**config.mk**
```make
export PLATFORM = sky130hd
export DESIGN_NAME = clock_set_mode_controller_top
export DESIGN_NICKNAME = d
export VERILOG_FILES = /design/src/sv/csmc_pkg.sv /design/src/sv/clock_set_mode_controller_top.sv /design/src/sv/csmc_tod_split.sv
export VERILOG_INCLUDE_DIRS = /design/src /design/src/sv
export SDC_FILE = /design/constraint.sdc
export NUM_CORES = 1
export LEC_CHECK = 0
export ABC_AREA = 0
export BUFFER_PORTS_ARGS = -buffer_cell sky130_fd_sc_hd__buf_4
export CAP_MARGIN = 20
export CORE_MARGIN = 2
export CORE_UTILIZATION = 55
export CTS_CLUSTER_SIZE = 20
export DETAILED_ROUTE_END_ITERATION = 8
export MAX_ROUTING_LAYER = met4
export PLACE_DENSITY_LB_ADDON = 0.05
export REMOVE_ABC_BUFFERS = 1
export SYNTH_ARGS = -nofsm -noshare
export SYNTH_HDL_FRONTEND = slang
export SYNTH_HIERARCHICAL = 1
export SYNTH_SLANG_ARGS = --single-unit
```
**constraint.sdc**
```tcl
create_clock -name clk_i -period 8 [get_ports clk_i]
set_input_delay 0.8 -clock clk_i [delete_from_list [all_inputs] [get_ports clk_i]]
set_output_delay 0.8 -clock clk_i [all_outputs]
set_load 0.02 [all_outputs]
```
**src/sv/assert_macros.svh**
```systemverilog
// ----------------------------------------------------------------------------
// assert_macros.svh
// Assertion helpers; clocked on clk_i, disabled while rst_ni is low.
// ----------------------------------------------------------------------------
`ifndef ASSERT_MACROS_SVH
`define ASSERT_MACROS_SVH

`ifndef SYNTH

`define ASSERT_ALWAYS(lbl, expr, msg) \
  lbl: assert property (@(posedge clk_i) disable iff (!rst_ni) (expr)) else $error(msg);

`define ASSERT_IMPL(lbl, ante, cons, msg) \
  lbl: assert property (@(posedge clk_i) disable iff (!rst_ni) (ante) |-> (cons)) \
    else $error(msg);

`define ASSERT_NEXT(lbl, ante, cons, msg) \
  lbl: assert property (@(posedge clk_i) disable iff (!rst_ni) (ante) |=> (cons)) \
    else $error(msg);

`else

`define ASSERT_ALWAYS(lbl, expr, msg)
`define ASSERT_IMPL(lbl, ante, cons, msg)
`define ASSERT_NEXT(lbl, ante, cons, msg)

`endif

`endif

```
**src/sv/csmc_pkg.sv**
```systemverilog
// ----------------------------------------------------------------------------
// csmc_pkg
// Types and constants of the clock set-mode controller.
// ----------------------------------------------------------------------------
package csmc_pkg;

  localparam int unsigned SecsPerDay     = 86400;
  localparam int unsigned SecsPerHour    = 3600;
  localparam int unsigned SecsPerMin     = 60;
  localparam int unsigned HoursPerDay    = 24;
  localparam int unsigned MinsPerHour    = 60;
  localparam int unsigned FineMax        = 99;
  localparam int unsigned TimeoutDefault = 60 * 125;

  // minute = (rem / 4) / 15, via reciprocal: exact for rem / 4 < 900
  localparam int unsigned MinRecip = 1093;
  localparam int unsigned MinShift = 14;

  typedef enum logic [1:0] {
    CmdTick = 2'd0,
    CmdNext = 2'd1,
    CmdInc  = 2'd2,
    CmdNone = 2'd3
  } cmd_e;

  typedef enum logic [1:0] {
    ModeTime   = 2'd0,
    ModeHour   = 2'd1,
    ModeMinute = 2'd2,
    ModeFine   = 2'd3
  } mode_e;

  // time of day broken into hour and minute
  typedef struct packed {
    logic [4:0] hour;
    logic [5:0] minute;
  } split_t;

endpackage

```
**src/sv/clock_set_mode_controller_top.sv**
```systemverilog
// ----------------------------------------------------------------------------
// clock_set_mode_controller_top
// A request is captured in the input register on accept; the state update is then
// registered into the result register (input register, then result register).
// Throughput: one event per cycle; each stage advances when the next one drains.
// Reset: time display, 12-hour format, edit values and countdown at 0,
// timeout_frames at 7500; pipeline empty.
// ----------------------------------------------------------------------------
module clock_set_mode_controller_top
  import csmc_pkg::*;
(
  input  logic        clk_i,
  input  logic        rst_ni,

  input  logic        cfg_wen_i,
  input  logic [15:0] cfg_wdata_i,    // timeout_frames

  input  logic        s_axis_tvalid,
  output logic        s_axis_tready,
  input  logic [23:0] s_axis_tdata,   // [16:0] time_of_day, [23:17] zero
  input  logic [1:0]  s_axis_tuser,   // [1:0] cmd

  output logic        m_axis_tvalid,
  input  logic        m_axis_tready,
  output logic [39:0] m_axis_tdata    // [1:0] mode, [2] show_24_hour, [7:3] edit_hour,
                                      // [13:8] edit_minute, [20:14] fine_adjust,
                                      // [21] load_time, [38:22] new_time, [39] persist_fine
);

`include "assert_macros.svh"

  typedef struct packed {
    logic        persist_fine;
    logic [16:0] new_time;
    logic        load_time;
    logic [6:0]  fine_adjust;
    logic [5:0]  edit_minute;
    logic [4:0]  edit_hour;
    logic        show_24_hour;
    mode_e       mode;
  } res_t;

  logic [15:0] timeout_q;

  // split stage
  split_t split;
  logic   s1_valid_q;
  cmd_e   s1_cmd_q;
  split_t s1_split_q;

  // state
  mode_e       mode_q, mode_d;
  logic [15:0] cnt_q, cnt_d;
  logic [4:0]  hour_q, hour_d;
  logic [5:0]  min_q, min_d;
  logic [6:0]  fine_q, fine_d;
  logic        fmt_q, fmt_d;
  logic        load, persist;
  logic [16:0] new_time;

  // result stage
  logic res_valid_q;
  res_t res_q;

  logic acc_in, adv2;

  assign adv2          = s1_valid_q && (!res_valid_q || m_axis_tready);
  assign s_axis_tready = !s1_valid_q || adv2;
  assign acc_in        = s_axis_tvalid && s_axis_tready;

  always_ff @(posedge clk_i or negedge rst_ni) begin
    if (!rst_ni) begin
      timeout_q <= 16'(TimeoutDefault);
    end else if (cfg_wen_i) begin
      timeout_q <= cfg_wdata_i;
    end
  end

  csmc_tod_split u_split (
    .tod_i   (s_axis_tdata[16:0]),
    .split_o (split)
  );

  always_ff @(posedge clk_i or negedge rst_ni) begin
    if (!rst_ni) begin
      s1_valid_q <= 1'b0;
    end else if (acc_in) begin
      s1_valid_q <= 1'b1;
    end else if (adv2) begin
      s1_valid_q <= 1'b0;
    end
  end

  always_ff @(posedge clk_i) begin
    if (acc_in) begin
      s1_cmd_q   <= cmd_e'(s_axis_tuser);
      s1_split_q <= split;
    end
  end

  always_comb begin
    mode_d   = mode_q;
    cnt_d    = cnt_q;
    hour_d   = hour_q;
    min_d    = min_q;
    fine_d   = fine_q;
    fmt_d    = fmt_q;
    load     = 1'b0;
    persist  = 1'b0;
    new_time = '0;
    unique case (s1_cmd_q)
      CmdTick: begin
        // countdown frozen in time display; zero wraps to all ones
        if (mode_q != ModeTime) begin
          cnt_d = cnt_q - 16'd1;
          if (cnt_d == '0) begin
            mode_d = ModeTime;
          end
        end
      end
      CmdNext: begin
        cnt_d   = timeout_q;
        persist = (mode_q == ModeFine);
        mode_d  = mode_e'(2'(mode_q + 2'd1));
        if (mode_d == ModeHour) begin
          hour_d = s1_split_q.hour;
          min_d  = s1_split_q.minute;
        end else if (mode_d == ModeTime) begin
          load     = 1'b1;
          new_time = 17'(hour_q) * 17'(SecsPerHour) + 17'(min_q) * 17'(SecsPerMin);
        end
      end
      CmdInc: begin
        cnt_d = timeout_q;
        case (mode_q)
          ModeHour:   hour_d = (hour_q == 5'(HoursPerDay - 1)) ? '0 : hour_q + 5'd1;
          ModeMinute: min_d  = (min_q == 6'(MinsPerHour - 1)) ? '0 : min_q + 6'd1;
          ModeFine:   fine_d = (fine_q < 7'(FineMax)) ? fine_q + 7'd1 : '0;
          default:    fmt_d  = ~fmt_q;
        endcase
      end
      CmdNone: ;
      default: ;
    endcase
  end

  always_ff @(posedge clk_i or negedge rst_ni) begin
    if (!rst_ni) begin
      mode_q <= ModeTime;
      cnt_q  <= '0;
      hour_q <= '0;
      min_q  <= '0;
      fine_q <= '0;
      fmt_q  <= 1'b0;
    end else if (adv2) begin
      mode_q <= mode_d;
      cnt_q  <= cnt_d;
      hour_q <= hour_d;
      min_q  <= min_d;
      fine_q <= fine_d;
      fmt_q  <= fmt_d;
    end
  end

  always_ff @(posedge clk_i or negedge rst_ni) begin
    if (!rst_ni) begin
      res_valid_q <= 1'b0;
    end else if (adv2) begin
      res_valid_q <= 1'b1;
    end else if (m_axis_tready) begin
      res_valid_q <= 1'b0;
    end
  end

  always_ff @(posedge clk_i) begin
    if (adv2) begin
      res_q.mode         <= mode_d;
      res_q.show_24_hour <= fmt_d;
      res_q.edit_hour    <= hour_d;
      res_q.edit_minute  <= min_d;
      res_q.fine_adjust  <= fine_d;
      res_q.load_time    <= load;
      res_q.new_time     <= new_time;
      res_q.persist_fine <= persist;
    end
  end

  assign m_axis_tvalid = res_valid_q;
  assign m_axis_tdata  = res_q;

  `ASSERT_ALWAYS(a_edit_range, (hour_q < 5'(HoursPerDay)) && (min_q < 6'(MinsPerHour)) && (fine_q <= 7'(FineMax)), "edit value out of range")
  `ASSERT_IMPL(a_persist_load, res_valid_q && res_q.persist_fine, res_q.load_time, "persist without load")
  `ASSERT_IMPL(a_load_mode, res_valid_q && res_q.load_time, res_q.mode == ModeTime, "load outside time display")
  `ASSERT_IMPL(a_newt_zero, res_valid_q && !res_q.load_time, res_q.new_time == '0, "new_time set without load")
  `ASSERT_NEXT(a_cnt_reload, adv2 && (s1_cmd_q == CmdNext || s1_cmd_q == CmdInc), cnt_q == $past(timeout_q), "countdown not reloaded on button")

endmodule

```
**src/sv/csmc_tod_split.sv**
```systemverilog
// ----------------------------------------------------------------------------
// csmc_tod_split
// Splits seconds since midnight into hour and minute.
// ----------------------------------------------------------------------------
module csmc_tod_split
  import csmc_pkg::*;
(
  input  logic [16:0] tod_i,
  output split_t      split_o
);

  logic [16:0] tod;
  logic [4:0]  hour;
  logic [16:0] base;
  logic [11:0] rem;
  logic [19:0] prod;

  always_comb begin
    tod = (tod_i >= 17'(SecsPerDay)) ? tod_i - 17'(SecsPerDay) : tod_i;
    // independent threshold compares, last hit wins
    hour = '0;
    base = '0;
    for (int k = 1; k < HoursPerDay; k++) begin
      if (tod >= 17'(k * SecsPerHour)) begin
        hour = 5'(k);
        base = 17'(k * SecsPerHour);
      end
    end
    rem  = 12'(tod - base);
    prod = 20'(rem[11:2]) * 20'(MinRecip);
  end

  assign split_o.hour   = hour;
  assign split_o.minute = 6'(prod >> MinShift);

endmodule
```
==> results of run 1 <==
[timing repair]
action / in CTS / in global routing
endpoints found under the setup margin: 6 / 6
cloned: 0 / 0
gates resized for setup: 38 / 20
buffers inserted: 20 / 7
pin swaps: 27 / 31
[cell usage in the layout (no fill, tap or decap), types with 15 or more instances in the layout]
cell,count
buf_4,222
ha_1,97
nand2_1,79
inv_1,77
o21ai_0,65
nor2_1,56
edfxtp_1,51
dfrtp_1,48
a21oi_1,41
xnor2_1,27
nand3_1,23
fa_1,23
mux2_2,20
nor3_1,17
a21o_1,16
and3_1,15
[layer usage]
layer / vias to the layer above / share of wire, % / global-route usage, %
li1: 3860 / - / -
met4: 0 / 1.2 / 6.34
met2: 181 / 48 / 40.7
met3: 18 / 3.5 / 2.73
met1: 3609 / 47 / 33.7
met5: - / 0 / -
[power by group]
| group | switching, W | leakage (nW) | total [W] | internal (W) |
|---|---|---|---|---|
| clock | 0.000221 | 0.146 | 0.000445 | 0.000223 |
| sequential | 0.0000913 | 1.16 | 0.000801 | 0.000710 |
| combinational | 0.000974 | 3.92 | 0.00193 | 0.000953 |
[critical path: cells and delay by family]
family / cells / cell delay, ns
compound gates: 17 / 3.49
xor+xnor: 4 / 0.75
fa+ha+maj: 7 / 2.17
buf+inv: 7 / 0.54
simple gates: 4 / 0.59
[sequential cells by signal, indices dropped and copies added (netlist names)]
name / count
cnt_q: 16
fine_q: 7
fmt_q: 1
hour_q: 5
m_axis_tdata: 38
m_axis_tvalid: 1
min_q: 6
mode_q: 2
s1_cmd_q: 2
s1_split_q: 11
s1_valid_q: 1
timeout_q: 16
[cell families (layout without fill, tap and decap cells)]
| logic type | after synthesis | count (layout) | synth area share [%] |
|---|---|---|---|
| and+or+nand+nor | 264 | 264 | 15.1 |
| xor gates and xnor gates | 45 | 45 | 4.74 |
| DFF | 106 | 106 | 32.4 |
| buffers and inverters | 121 | 326 | 5.55 |
| other | 1 | 2 | 0.0417 |
| muxes | 26 | 26 | 3.17 |
| adders and majority gates | 124 | 124 | 19.2 |
| AOI/OAI and AO/OA | 261 | 261 | 19.9 |
[per-stage QoR]
step	setup slack (ns)	std cells	hold WS, ns	setup TNS (ns)	util (%)
2_1_floorplan	-0.887	911	0.457	-3.05	-
3_5_place_dp	-0.991	1327	0.489	-4.29	66.4
3_3_place_gp	-0.762	1327	0.475	-3.04	66.4
4_1_cts	0.00315	1363	0.496	0	70.4
5_1_grt	-0.548	1370	0.519	-1.45	71.4
6_report	-0.219	1370	0.488	-0.219	71.4
[path summary, 6_finish.rpt]
path                                         end  slack (ns)
worst max-delay path               s1_split_q[5]       -0.22
worst min-delay path                   hour_q[3]        0.49
worst max register to register  m_axis_tdata[38]        3.50
worst min register to register             fmt_q        0.49
max in group asynchronous               cnt_q[0]        6.99
min in group clk_i                         fmt_q        0.49
[layout make-up]
class	instances	area share (%)
multi-input combinational	722	51.4
sequential	106	25.6
timing repair buffer	227	15.1
inverter	83	2.75
tap	216	2.37
clock buffer	9	1.98
clock inverter	7	0.747
==> summary.txt, run 1 <==
Status
  • Status: complete, but fails checks
  • Failing checks: setup timing

Finish
  • Area delta synth->final: 26.5%
  • Seq. cell area: between 2000 and 3000 um2
  • NumNets Final: 1320
  • Layout cells sized above 1: 29.2%
  • Diodes inserted: 0
  • Multi-input gate area: about 6000 um2
  • Layout fillers: 1242
  • Post-route cell area: 11400 um2

Critical path
  • Critical Path AT: a little over 8 ns
  • Worst-path fanout max: 4
  • Worst-case reg-to-reg path depth: 16
  • Type of the worst setup path: in2reg
  • Critical Path Source Type: input pin
  • Required time of the critical path: 8.09 ns
  • Reg-to-reg startpoint: min_q[3]
  • CP startpoint: s_axis_tdata[8]
  • Slowest cell on crit path: fa_1
  • Slowest stage delay, CP: 0.54 ns
  • Kind of end point of the critical path: flop
  • Most used cell, CP: a21o_1

Placed design
  • Final GP Congestion: slightly above 0.9
  • DP Area: 10600 um2
  • Post-DP HPWL: 15600 um
  • IO Port Bufs: 77

Min path
  • Worst hold path type: in2async

Timing
  • Setup WS post-layout: -0.219 ns
  • RSZ-0062 raised after global routing: true
  • Final hold violations: 0
  • Post-route clock period utilization: 103%
  • F_max: 122 MHz
  • Slew margin rel.: 36.0%
  • # setup viols final: 1
  • Actual slew at the worst max-slew pin: between 0.9 and 1 ns
  • Final Critical Period: 8.22 ns
  • Setup Skew: between 0.015 and 0.02 ns
  • Slew Limit Fails: 0

Global routing
  • Remaining Overflow, GRT: 0
  • Global-route wire length before repair: between 30000 and 40000 um
  • Global Route Usage Sum: 25.0%
  • Largest net degree at the start of global routing: 70
  • Via count of the first global-routing pass: 7311
  • Antenna violations before repair: 0

Logic synthesis
  • Synth area leader: edfxtp_1
  • Synth top area share: 17.0%
  • Top-count cell post-synth: ha_1
  • Yosys Warn Count: 6
  • Mapped Cells: ~950
  • Post-synth EDFFs: 51
  • Register area share after synthesis: roughly a third
  • Synth top area cells: edfxtp_1, ha_1, dfrtp_1, fa_1, o21ai_0
  • Syn_area_per_cell: 9.49 um2
  • Main flop type after synthesis: edfxtp_1
  • #FFs+latches synth: 106
  • Syn Std Cell Area: 9000 um2
  • Async S/R FF share, synth: 51.9%
  • Synth unique cells: 92
  • Top cells by count, synth: ha_1, nand2_1, inv_1, o21ai_0, nor2_1

Detailed routing
  • Via density: 5.60
  • DR WL/cell: approximately 15 um
  • Vias: 7668
  • Initial DRC count: 530
  • DRT Pass-1 Iters: 5
  • Post-route ant nets: 0
  • Drt drc: 0
  • DRT Wirelength: roughly 20000 um

Die
  • Starting Density: 56.5%
  • Chip height: 132 um
  • Die Footprint: about 17000 um2
  • Core Area: 15900 um2
  • Standard-cell row count: 46
  • Die W: 132 um
  • I/O pins: 89

Run
  • Max Cap Violations: 0

Power and ir drop
  • Maximum vdd drop: 0.398 mV
  • Pwr Density: around 280 nW/um2
  • LEAKAGE: about 5.2 nW
  • Overall Power: about 0.0032 W

CTS
  • Sinks on Clock Net: 106
  • Clock-pin slew on the worst setup and hold paths: approximately 0.090 ns
  • TritonCTS Buffers: 9
  • CTS tree: done
  • Hold Buf Count CTS: 0
  • Clk buf depth: 2
  • CTS root buffer: clkbuf_16
  • Clk_lat worst skew: 0.36 ns
  • H-tree depth: 3
(Power assumes the default switching activity.)
==> inputs of run 2 (changes only) <==
--- a/config.mk
+++ b/config.mk
@@ -6,13 +6,14 @@
 export SDC_FILE = /design/constraint.sdc
 export NUM_CORES = 1
 export LEC_CHECK = 0
-export ABC_AREA = 0
+export ABC_AREA = 1
 export BUFFER_PORTS_ARGS = -buffer_cell sky130_fd_sc_hd__buf_4
 export CAP_MARGIN = 20
 export CORE_MARGIN = 2
 export CORE_UTILIZATION = 55
 export CTS_CLUSTER_SIZE = 20
 export DETAILED_ROUTE_END_ITERATION = 8
+export GPL_ROUTABILITY_DRIVEN = 0
 export MAX_ROUTING_LAYER = met4
 export PLACE_DENSITY_LB_ADDON = 0.05
 export REMOVE_ABC_BUFFERS = 1
==> summary.txt, run 2 <==
Logic synthesis
  • Register area share after synthesis: 31.9% (-0.51 points)
  • Synth top area cells: edfxtp_1, ha_1, dfrtp_1, nand2_1, inv_1
  • Async S/R FF share, synth: 51.9% (unchanged)
  • Top-count cell post-synth: nand2_1
  • Synth area leader: edfxtp_1
  • Yosys Warn Count: 6 (unchanged)
  • Top cells by count, synth: nand2_1, inv_1, ha_1, nor2_1, o21ai_0
  • Synth unique cells: 54 (-41%)
  • #FFs+latches synth: 106 (unchanged)
  • Synth top area share: 16.7% (-0.27 points)
  • Main flop type after synthesis: edfxtp_1
  • Mapped Cells: 1159 (+22%)
  • Syn_area_per_cell: 7.89 um2 (-17%)
  • Syn Std Cell Area: 9150 um2 (+1.6%)
  • Post-synth EDFFs: 51 (unchanged)

Power and ir drop
  • Overall Power: 0.00392 W (+24%)
  • Pwr Density: 339 nW/um2 (+22%)
  • LEAKAGE: 5.80 nW (+11%)
  • Comb pwr share: 64.7% (+4.0 points)
  • Net switching power: 0.00181 W (+41%)
  • Sw frac: 46.3% (+5.7 points)
  • Share of power burned in registers: 23.2% (-2.0 points)
  • Pint: 0.00211 W (+12%)
  • Maximum vdd drop: 0.359 mV (-9.8%)
  • Clock power frac: 12.0% (-2.0 points)

Finish
  • Layout cells sized above 1: 26.3% (-2.9 points)
  • Most frequent cells in the layout: nand2_1, buf_4, inv_1
  • Max reg flops: 38 (unchanged)
  • Commonest non-fill, non-tap cell in the layout: nand2_1
  • NumNets Final: 1534 (+16%)
  • Area delta synth->final: 26.4% (about the same)
  • Diodes inserted: 0 (unchanged)

Global routing
  • Busiest grt layer: met2
  • Global-route met1 utilization: 32.0% (-1.7 points)
  • Global Route met2 Usage: 41.5% (+0.85 points)
  • Global-route wire length before repair: 35000 um (-0.39%)
  • Remaining Overflow, GRT: 0 (unchanged)
  • Global Route Usage Sum: 24.9% (-0.14 points)
  • Antenna violations before repair: 0 (unchanged)
  • Met3 Track Usage GR: 3.26% (+0.53 points)
  • Via count of the first global-routing pass: 7802 (+6.7%)
  • Largest net degree at the start of global routing: 56 (-20%)

Critical path
  • R2R Setup Slk: 3.51 ns (about the same)
  • Crit path to: s1_split_q[5]
  • Reg-to-reg startpoint: min_q[3]
  • Required time of the critical path: 8.12 ns (+0.03 ns)
  • Worst-case reg-to-reg path depth: 25 (+9)
  • R2R Path End: m_axis_tdata[37]
  • Worst-path fanout max: 7 (+3)
  • Slowest cell on crit path: fa_1
  • Kind of end point of the critical path: flop
  • CP startpoint: s_axis_tdata[8]
  • Type of the worst setup path: in2reg
  • Critical Path AT: 7.95 ns (-0.36 ns)
  • Most used cell, CP: nand2_1
  • Slowest stage delay, CP: 0.47 ns (-0.07 ns)
  • Critical Path Source Type: input pin

CTS
  • Clk_lat worst skew: 0.36 ns (about the same)
  • Clock-pin slew on the worst setup and hold paths: 0.08 ns (about the same)
  • TritonCTS Buffers: 9 (unchanged)
  • Clk buf depth: 2 (unchanged)
  • H-tree depth: 3 (unchanged)
  • CTS root buffer: clkbuf_16
  • CTS tree: done
  • Sinks on Clock Net: 106 (unchanged)

Die
  • Chip height: 133 um (+0.77%)
  • Standard-cell row count: 47 (+2.2%)
  • Core Area: 16400 um2 (+2.9%)
  • Starting Density: 55.7% (-0.72 points)
  • I/O pins: 89 (unchanged)
  • Die Footprint: 17700 um2 (+1.5%)
  • Die W: 133 um (+0.77%)

Min path
  • Worst hold path type: in2async

Detailed routing
  • Via density: 5.20 (-7.0%)
  • Initial DRC count: 538 (+1.5%)
  • Vias: 8265 (+7.8%)
  • DRT Wirelength: 20900 um (+1.4%)
  • Post-route ant nets: 0 (unchanged)
  • Drt drc: 0 (unchanged)
  • DR WL/cell: 13.2 um (-12%)
  • DRT Pass-1 Iters: 5 (unchanged)

Timing
  • F_max: 128 MHz (+5.0%)
  • Actual slew at the worst max-slew pin: 0.829 ns (-0.131 ns)
  • Post-route clock period utilization: 97.9% (-4.9 points)
  • Slew margin rel.: 44.8% (+8.7 points)
  • Final hold violations: 0 (unchanged)
  • Slew Limit Fails: 0 (unchanged)
  • Final Critical Period: 7.83 ns (-0.391 ns)
  • # setup viols final: 0 (-1)
  • RSZ-0062 raised after global routing: true
  • Setup Skew: 0.0106 ns (-0.00598 ns)
  • Setup_tns: 0 ns (+0.219 ns)

Placed design
  • Post-DP HPWL: 16100 um (+3.4%)
  • IO Port Bufs: 79 (+2.6%)

Run
  • Max Cap Violations: 0 (unchanged)

Status
  • Status: finished clean
==> run 2: metrics by stage <==
step                cell area [um2]  setup WS (ns)  utilization, %  std cells  hold WS (ns)
finish                        11600          0.172            70.4       1588         0.489
global route                  11600         -0.532            70.4       1588         0.526
CTS                           11200        0.00318            68.1       1573         0.514
detailed placement            10800         -0.418            65.8       1556         0.496
global placement              10800         -0.286            65.8       1556         0.485
floorplan                      9020         0.0576               -       1136         0.472
==> run 2: cell type report <==
class	instances	area (um2)
fillers	1352	4850
well taps	220	275
repair buffers	216	1650
multi-input cells	855	5720
flip-flops and latches	106	2920
clock buffers	10	250
inverters	175	667
clock inverters	6	77.6
==> run 2: timing repair <==
action / CTS / global route
setup buffers: 1 / 15
endpoints found under the setup margin: 1 / 6
pin swaps: 6 / 52
gates cloned: 0 / 0
hold buffers: 0 / 0
gates resized for setup: 13 / 82
==> run 2: cell families (layout without fill, tap and decap cells) <==
group,count (synthesis),count (layout),synth area share (%)
xor gates and xnor gates,30,30,2.87
other,1,2,0.0410
buffers and inverters,199,407,8.56
AOI/OAI and AO/OA,194,194,12.4
adders and majority gates,124,124,18.9
DFF,106,106,31.9
and+or+nand+nor,490,490,23.5
muxes,15,15,1.85
==> run 2: worst min path at each step <==
stage | startpoint | to | slack [ns] | cells past startpoint
after floorplan | fmt_q | fmt_q | 0.47 | 2
after global placement | fmt_q | fmt_q | 0.49 | 2
after detailed placement | timeout_q[14] | timeout_q[14] | 0.50 | 1
after CTS | timeout_q[14] | timeout_q[14] | 0.51 | 1
after global routing | timeout_q[14] | timeout_q[14] | 0.53 | 1
final | rst_ni | hour_q[2] | 0.49 | 1
==> run 2: per-layer routing <==
layer	wire, um	vias to the layer above
met4	380	0
li1	-	4242
met5	0	-
met1	9370	3787
met3	889	34
met2	10200	202
==> run 2: worst max-delay path, delay by kind of cell <==
kind | cells | cell delay (ns)
and+or+nand+nor | 33 | 2.35
adders and majority gates | 7 | 2.23
AOI/OAI and AO/OA | 11 | 1.58
xor gates and xnor gates | 4 | 0.62
buffers and inverters | 6 | 0.38
==> run 2: power groups by stage <==
stage / Sequential, W / Clock [W] / Combinational (W)
global route: 0.000929 / 0.000498 / 0.00292
finish: 0.000911 / 0.000471 / 0.00254
floorplan: 0.000932 / 0 / 0.00175
global placement: 0.000915 / 0 / 0.00237
CTS: 0.000910 / 0.000478 / 0.00249
detailed placement: 0.000917 / 0 / 0.00243
==> inputs of run 3 (changes only) <==
--- a/config.mk
+++ b/config.mk
@@ -9,6 +9,7 @@
 export ABC_AREA = 1
 export BUFFER_PORTS_ARGS = -buffer_cell sky130_fd_sc_hd__buf_4
 export CAP_MARGIN = 20
+export CORE_ASPECT_RATIO = 2
 export CORE_MARGIN = 2
 export CORE_UTILIZATION = 55
 export CTS_CLUSTER_SIZE = 20
==> summary.txt, run 3 (synthesized netlist as in run 2, its figures left out) <==
Placed design
  • IO Port Bufs: 79 (unchanged)
  • Post-DP HPWL: 19400 um (+21%)

Timing
  • Actual slew at the worst max-slew pin: 0.945 ns (+0.117 ns)
  • Final hold violations: 0 (unchanged)
  • RSZ-0062 raised after global routing: true
  • Slew Limit Fails: 0 (unchanged)
  • Setup Skew: 0.00971 ns (-0.000860 ns)
  • Post-route clock period utilization: 99.3% (+1.4 points)
  • F_max: 126 MHz (-1.4%)
  • Slew margin rel.: 37.0% (-7.8 points)
  • Setup_tns: 0 ns (unchanged)
  • Final Critical Period: 7.94 ns (+0.114 ns)
  • # setup viols final: 0 (unchanged)

CTS
  • CTS root buffer: clkbuf_16
  • Clk buf depth: 2 (unchanged)
  • TritonCTS Buffers: 9 (unchanged)
  • Sinks on Clock Net: 106 (unchanged)
  • Hold Buf Count CTS: 0 (unchanged)
  • Clock-pin slew on the worst setup and hold paths: 0.07 ns (about the same)
  • CTS tree: done
  • Clk_lat worst skew: 0.36 ns (about the same)
  • H-tree depth: 3 (unchanged)

Global routing
  • Largest net degree at the start of global routing: 56 (unchanged)
  • Remaining Overflow, GRT: 0 (unchanged)
  • Antenna violations before repair: 0 (unchanged)
  • Global-route wire length before repair: 39600 um (+13%)
  • Via count of the first global-routing pass: 8872 (+14%)
  • Global Route Usage Sum: 29.3% (+4.4 points)

Die
  • Chip height: 186 um (+40%)
  • Starting Density: 56.2% (+0.48 points)
  • Standard-cell row count: 66 (+40%)
  • Core Area: 16300 um2 (-0.85%)
  • I/O pins: 89 (unchanged)
  • Die W: 95.2 um (-28%)
  • Die Footprint: 17700 um2 (+0.36%)

Critical path
  • Required time of the critical path: 8.11 ns (about the same)
  • Slowest cell on crit path: fa_2
  • Family with the most delay on the worst path: simple AND/OR/NAND/NOR gates
  • Critical Path AT: 8.05 ns (+0.10 ns)
  • Kind of end point of the critical path: flop
  • Critical Path Source Type: input pin
  • Worst-path fanout max: 5 (-2)
  • Most used cell, CP: nand2_1
  • Type of the worst setup path: in2reg
  • WP buf/inv: 8 (+2)
  • Slowest stage delay, CP: 0.56 ns (+0.09 ns)

Finish
  • Layout cells sized above 1: 28.4% (+2.1 points)
  • Max reg flops: 38 (unchanged)
  • Most frequent cells in the layout: nand2_1, buf_4, inv_1
  • Area delta synth->final: 28.7%
  • NumNets Final: 1547 (+0.85%)
  • Commonest non-fill, non-tap cell in the layout: nand2_1
  • Diodes inserted: 0 (unchanged)
  • Layout fillers: 1314 (-2.8%)

Detailed routing
  • DRT Wirelength: 24700 um (+18%)
  • DRT Pass-1 Iters: 5 (unchanged)
  • Drt drc: 0 (unchanged)
  • Via density: 5.48 (+5.4%)
  • Initial DRC count: 372 (-31%)
  • Post-route ant nets: 0 (unchanged)
  • DR WL/cell: 15.6 um (+19%)
  • Vias: 8692 (+5.2%)

Power and ir drop
  • Pwr Density: 350 nW/um2 (+3.1%)
  • LEAKAGE: 5.89 nW (+1.5%)
  • Overall Power: 0.00412 W (+5.0%)
  • Maximum vdd drop: 0.370 mV (+3.3%)

Status
  • Status: finished clean

Min path
  • Worst hold path type: in2async

Run
  • Max Cap Violations: 0 (unchanged)
## run 3: cell type report
type / instances / area (um2) / share of cell area (%)
Multi-Input combinational cell: 856 / 5900 / 50.1
Inverter: 175 / 664 / 5.64
Clock buffer: 10 / 229 / 1.94
Timing Repair Buffer: 228 / 1740 / 14.8
Sequential cell: 106 / 2920 / 24.8
Tap cell: 204 / 255 / 2.17
Clock inverter: 6 / 62.6 / 0.531
## run 3: metrics by stage
stage	hold slack, ns	cells	utilization, %	worst slack (ns)	instance area (um2)
after floorplan	0.472	1136	-	0.0576	9020
after global placement	0.486	1555	67.0	-0.540	10900
after detailed placement	0.495	1555	67.0	-0.701	10900
after CTS	0.511	1577	69.7	0.00855	11300
after global routing	0.528	1585	72.4	-0.409	11800
final	0.499	1585	72.4	0.0579	11800
## run 3: metal layers
| layer | vias to the layer above | share of wire (%) | wire length, um | GRT usage [%] |
|---|---|---|---|---|
| met3 | 102 | 3.4 | 838 | 3.03 |
| met1 | 4099 | 33 | 8080 | 26.6 |
| met2 | 229 | 58 | 14400 | 54.8 |
| met5 | - | 0 | 0 | - |
| met4 | 0 | 5.9 | 1450 | 18.6 |
| li1 | 4262 | - | - | - |
## run 3: what timing repair did
item | 4_1_cts | 5_1_grt
gates cloned | 1 | 0
pin swaps | 21 | 39
setup buffers | 5 | 9
resized for setup | 35 | 94
endpoints found under the setup margin | 3 | 5
## run 3: final timing paths
path                             startpoint                to  slack, ns  cells past startpoint
max                        s_axis_tdata[10]     s1_split_q[5]       0.06                     62
min                                  rst_ni          cnt_q[0]       0.50                      1
max reg2reg                        min_q[3]  m_axis_tdata[37]       3.46                     25
min reg2reg                   timeout_q[14]     timeout_q[14]       0.51                      1
max in group asynchronous            rst_ni         fine_q[6]       7.00                      1
min in group clk_i            timeout_q[14]     timeout_q[14]       0.51                      1
## run 3: where the power goes
| part | internal (W) | switching [W] | total (W) |
|---|---|---|---|
| Combinational | 0.00117 | 0.00158 | 0.00275 |
| Clock | 0.000243 | 0.000200 | 0.000443 |
| Sequential | 0.000777 | 0.000144 | 0.000920 |
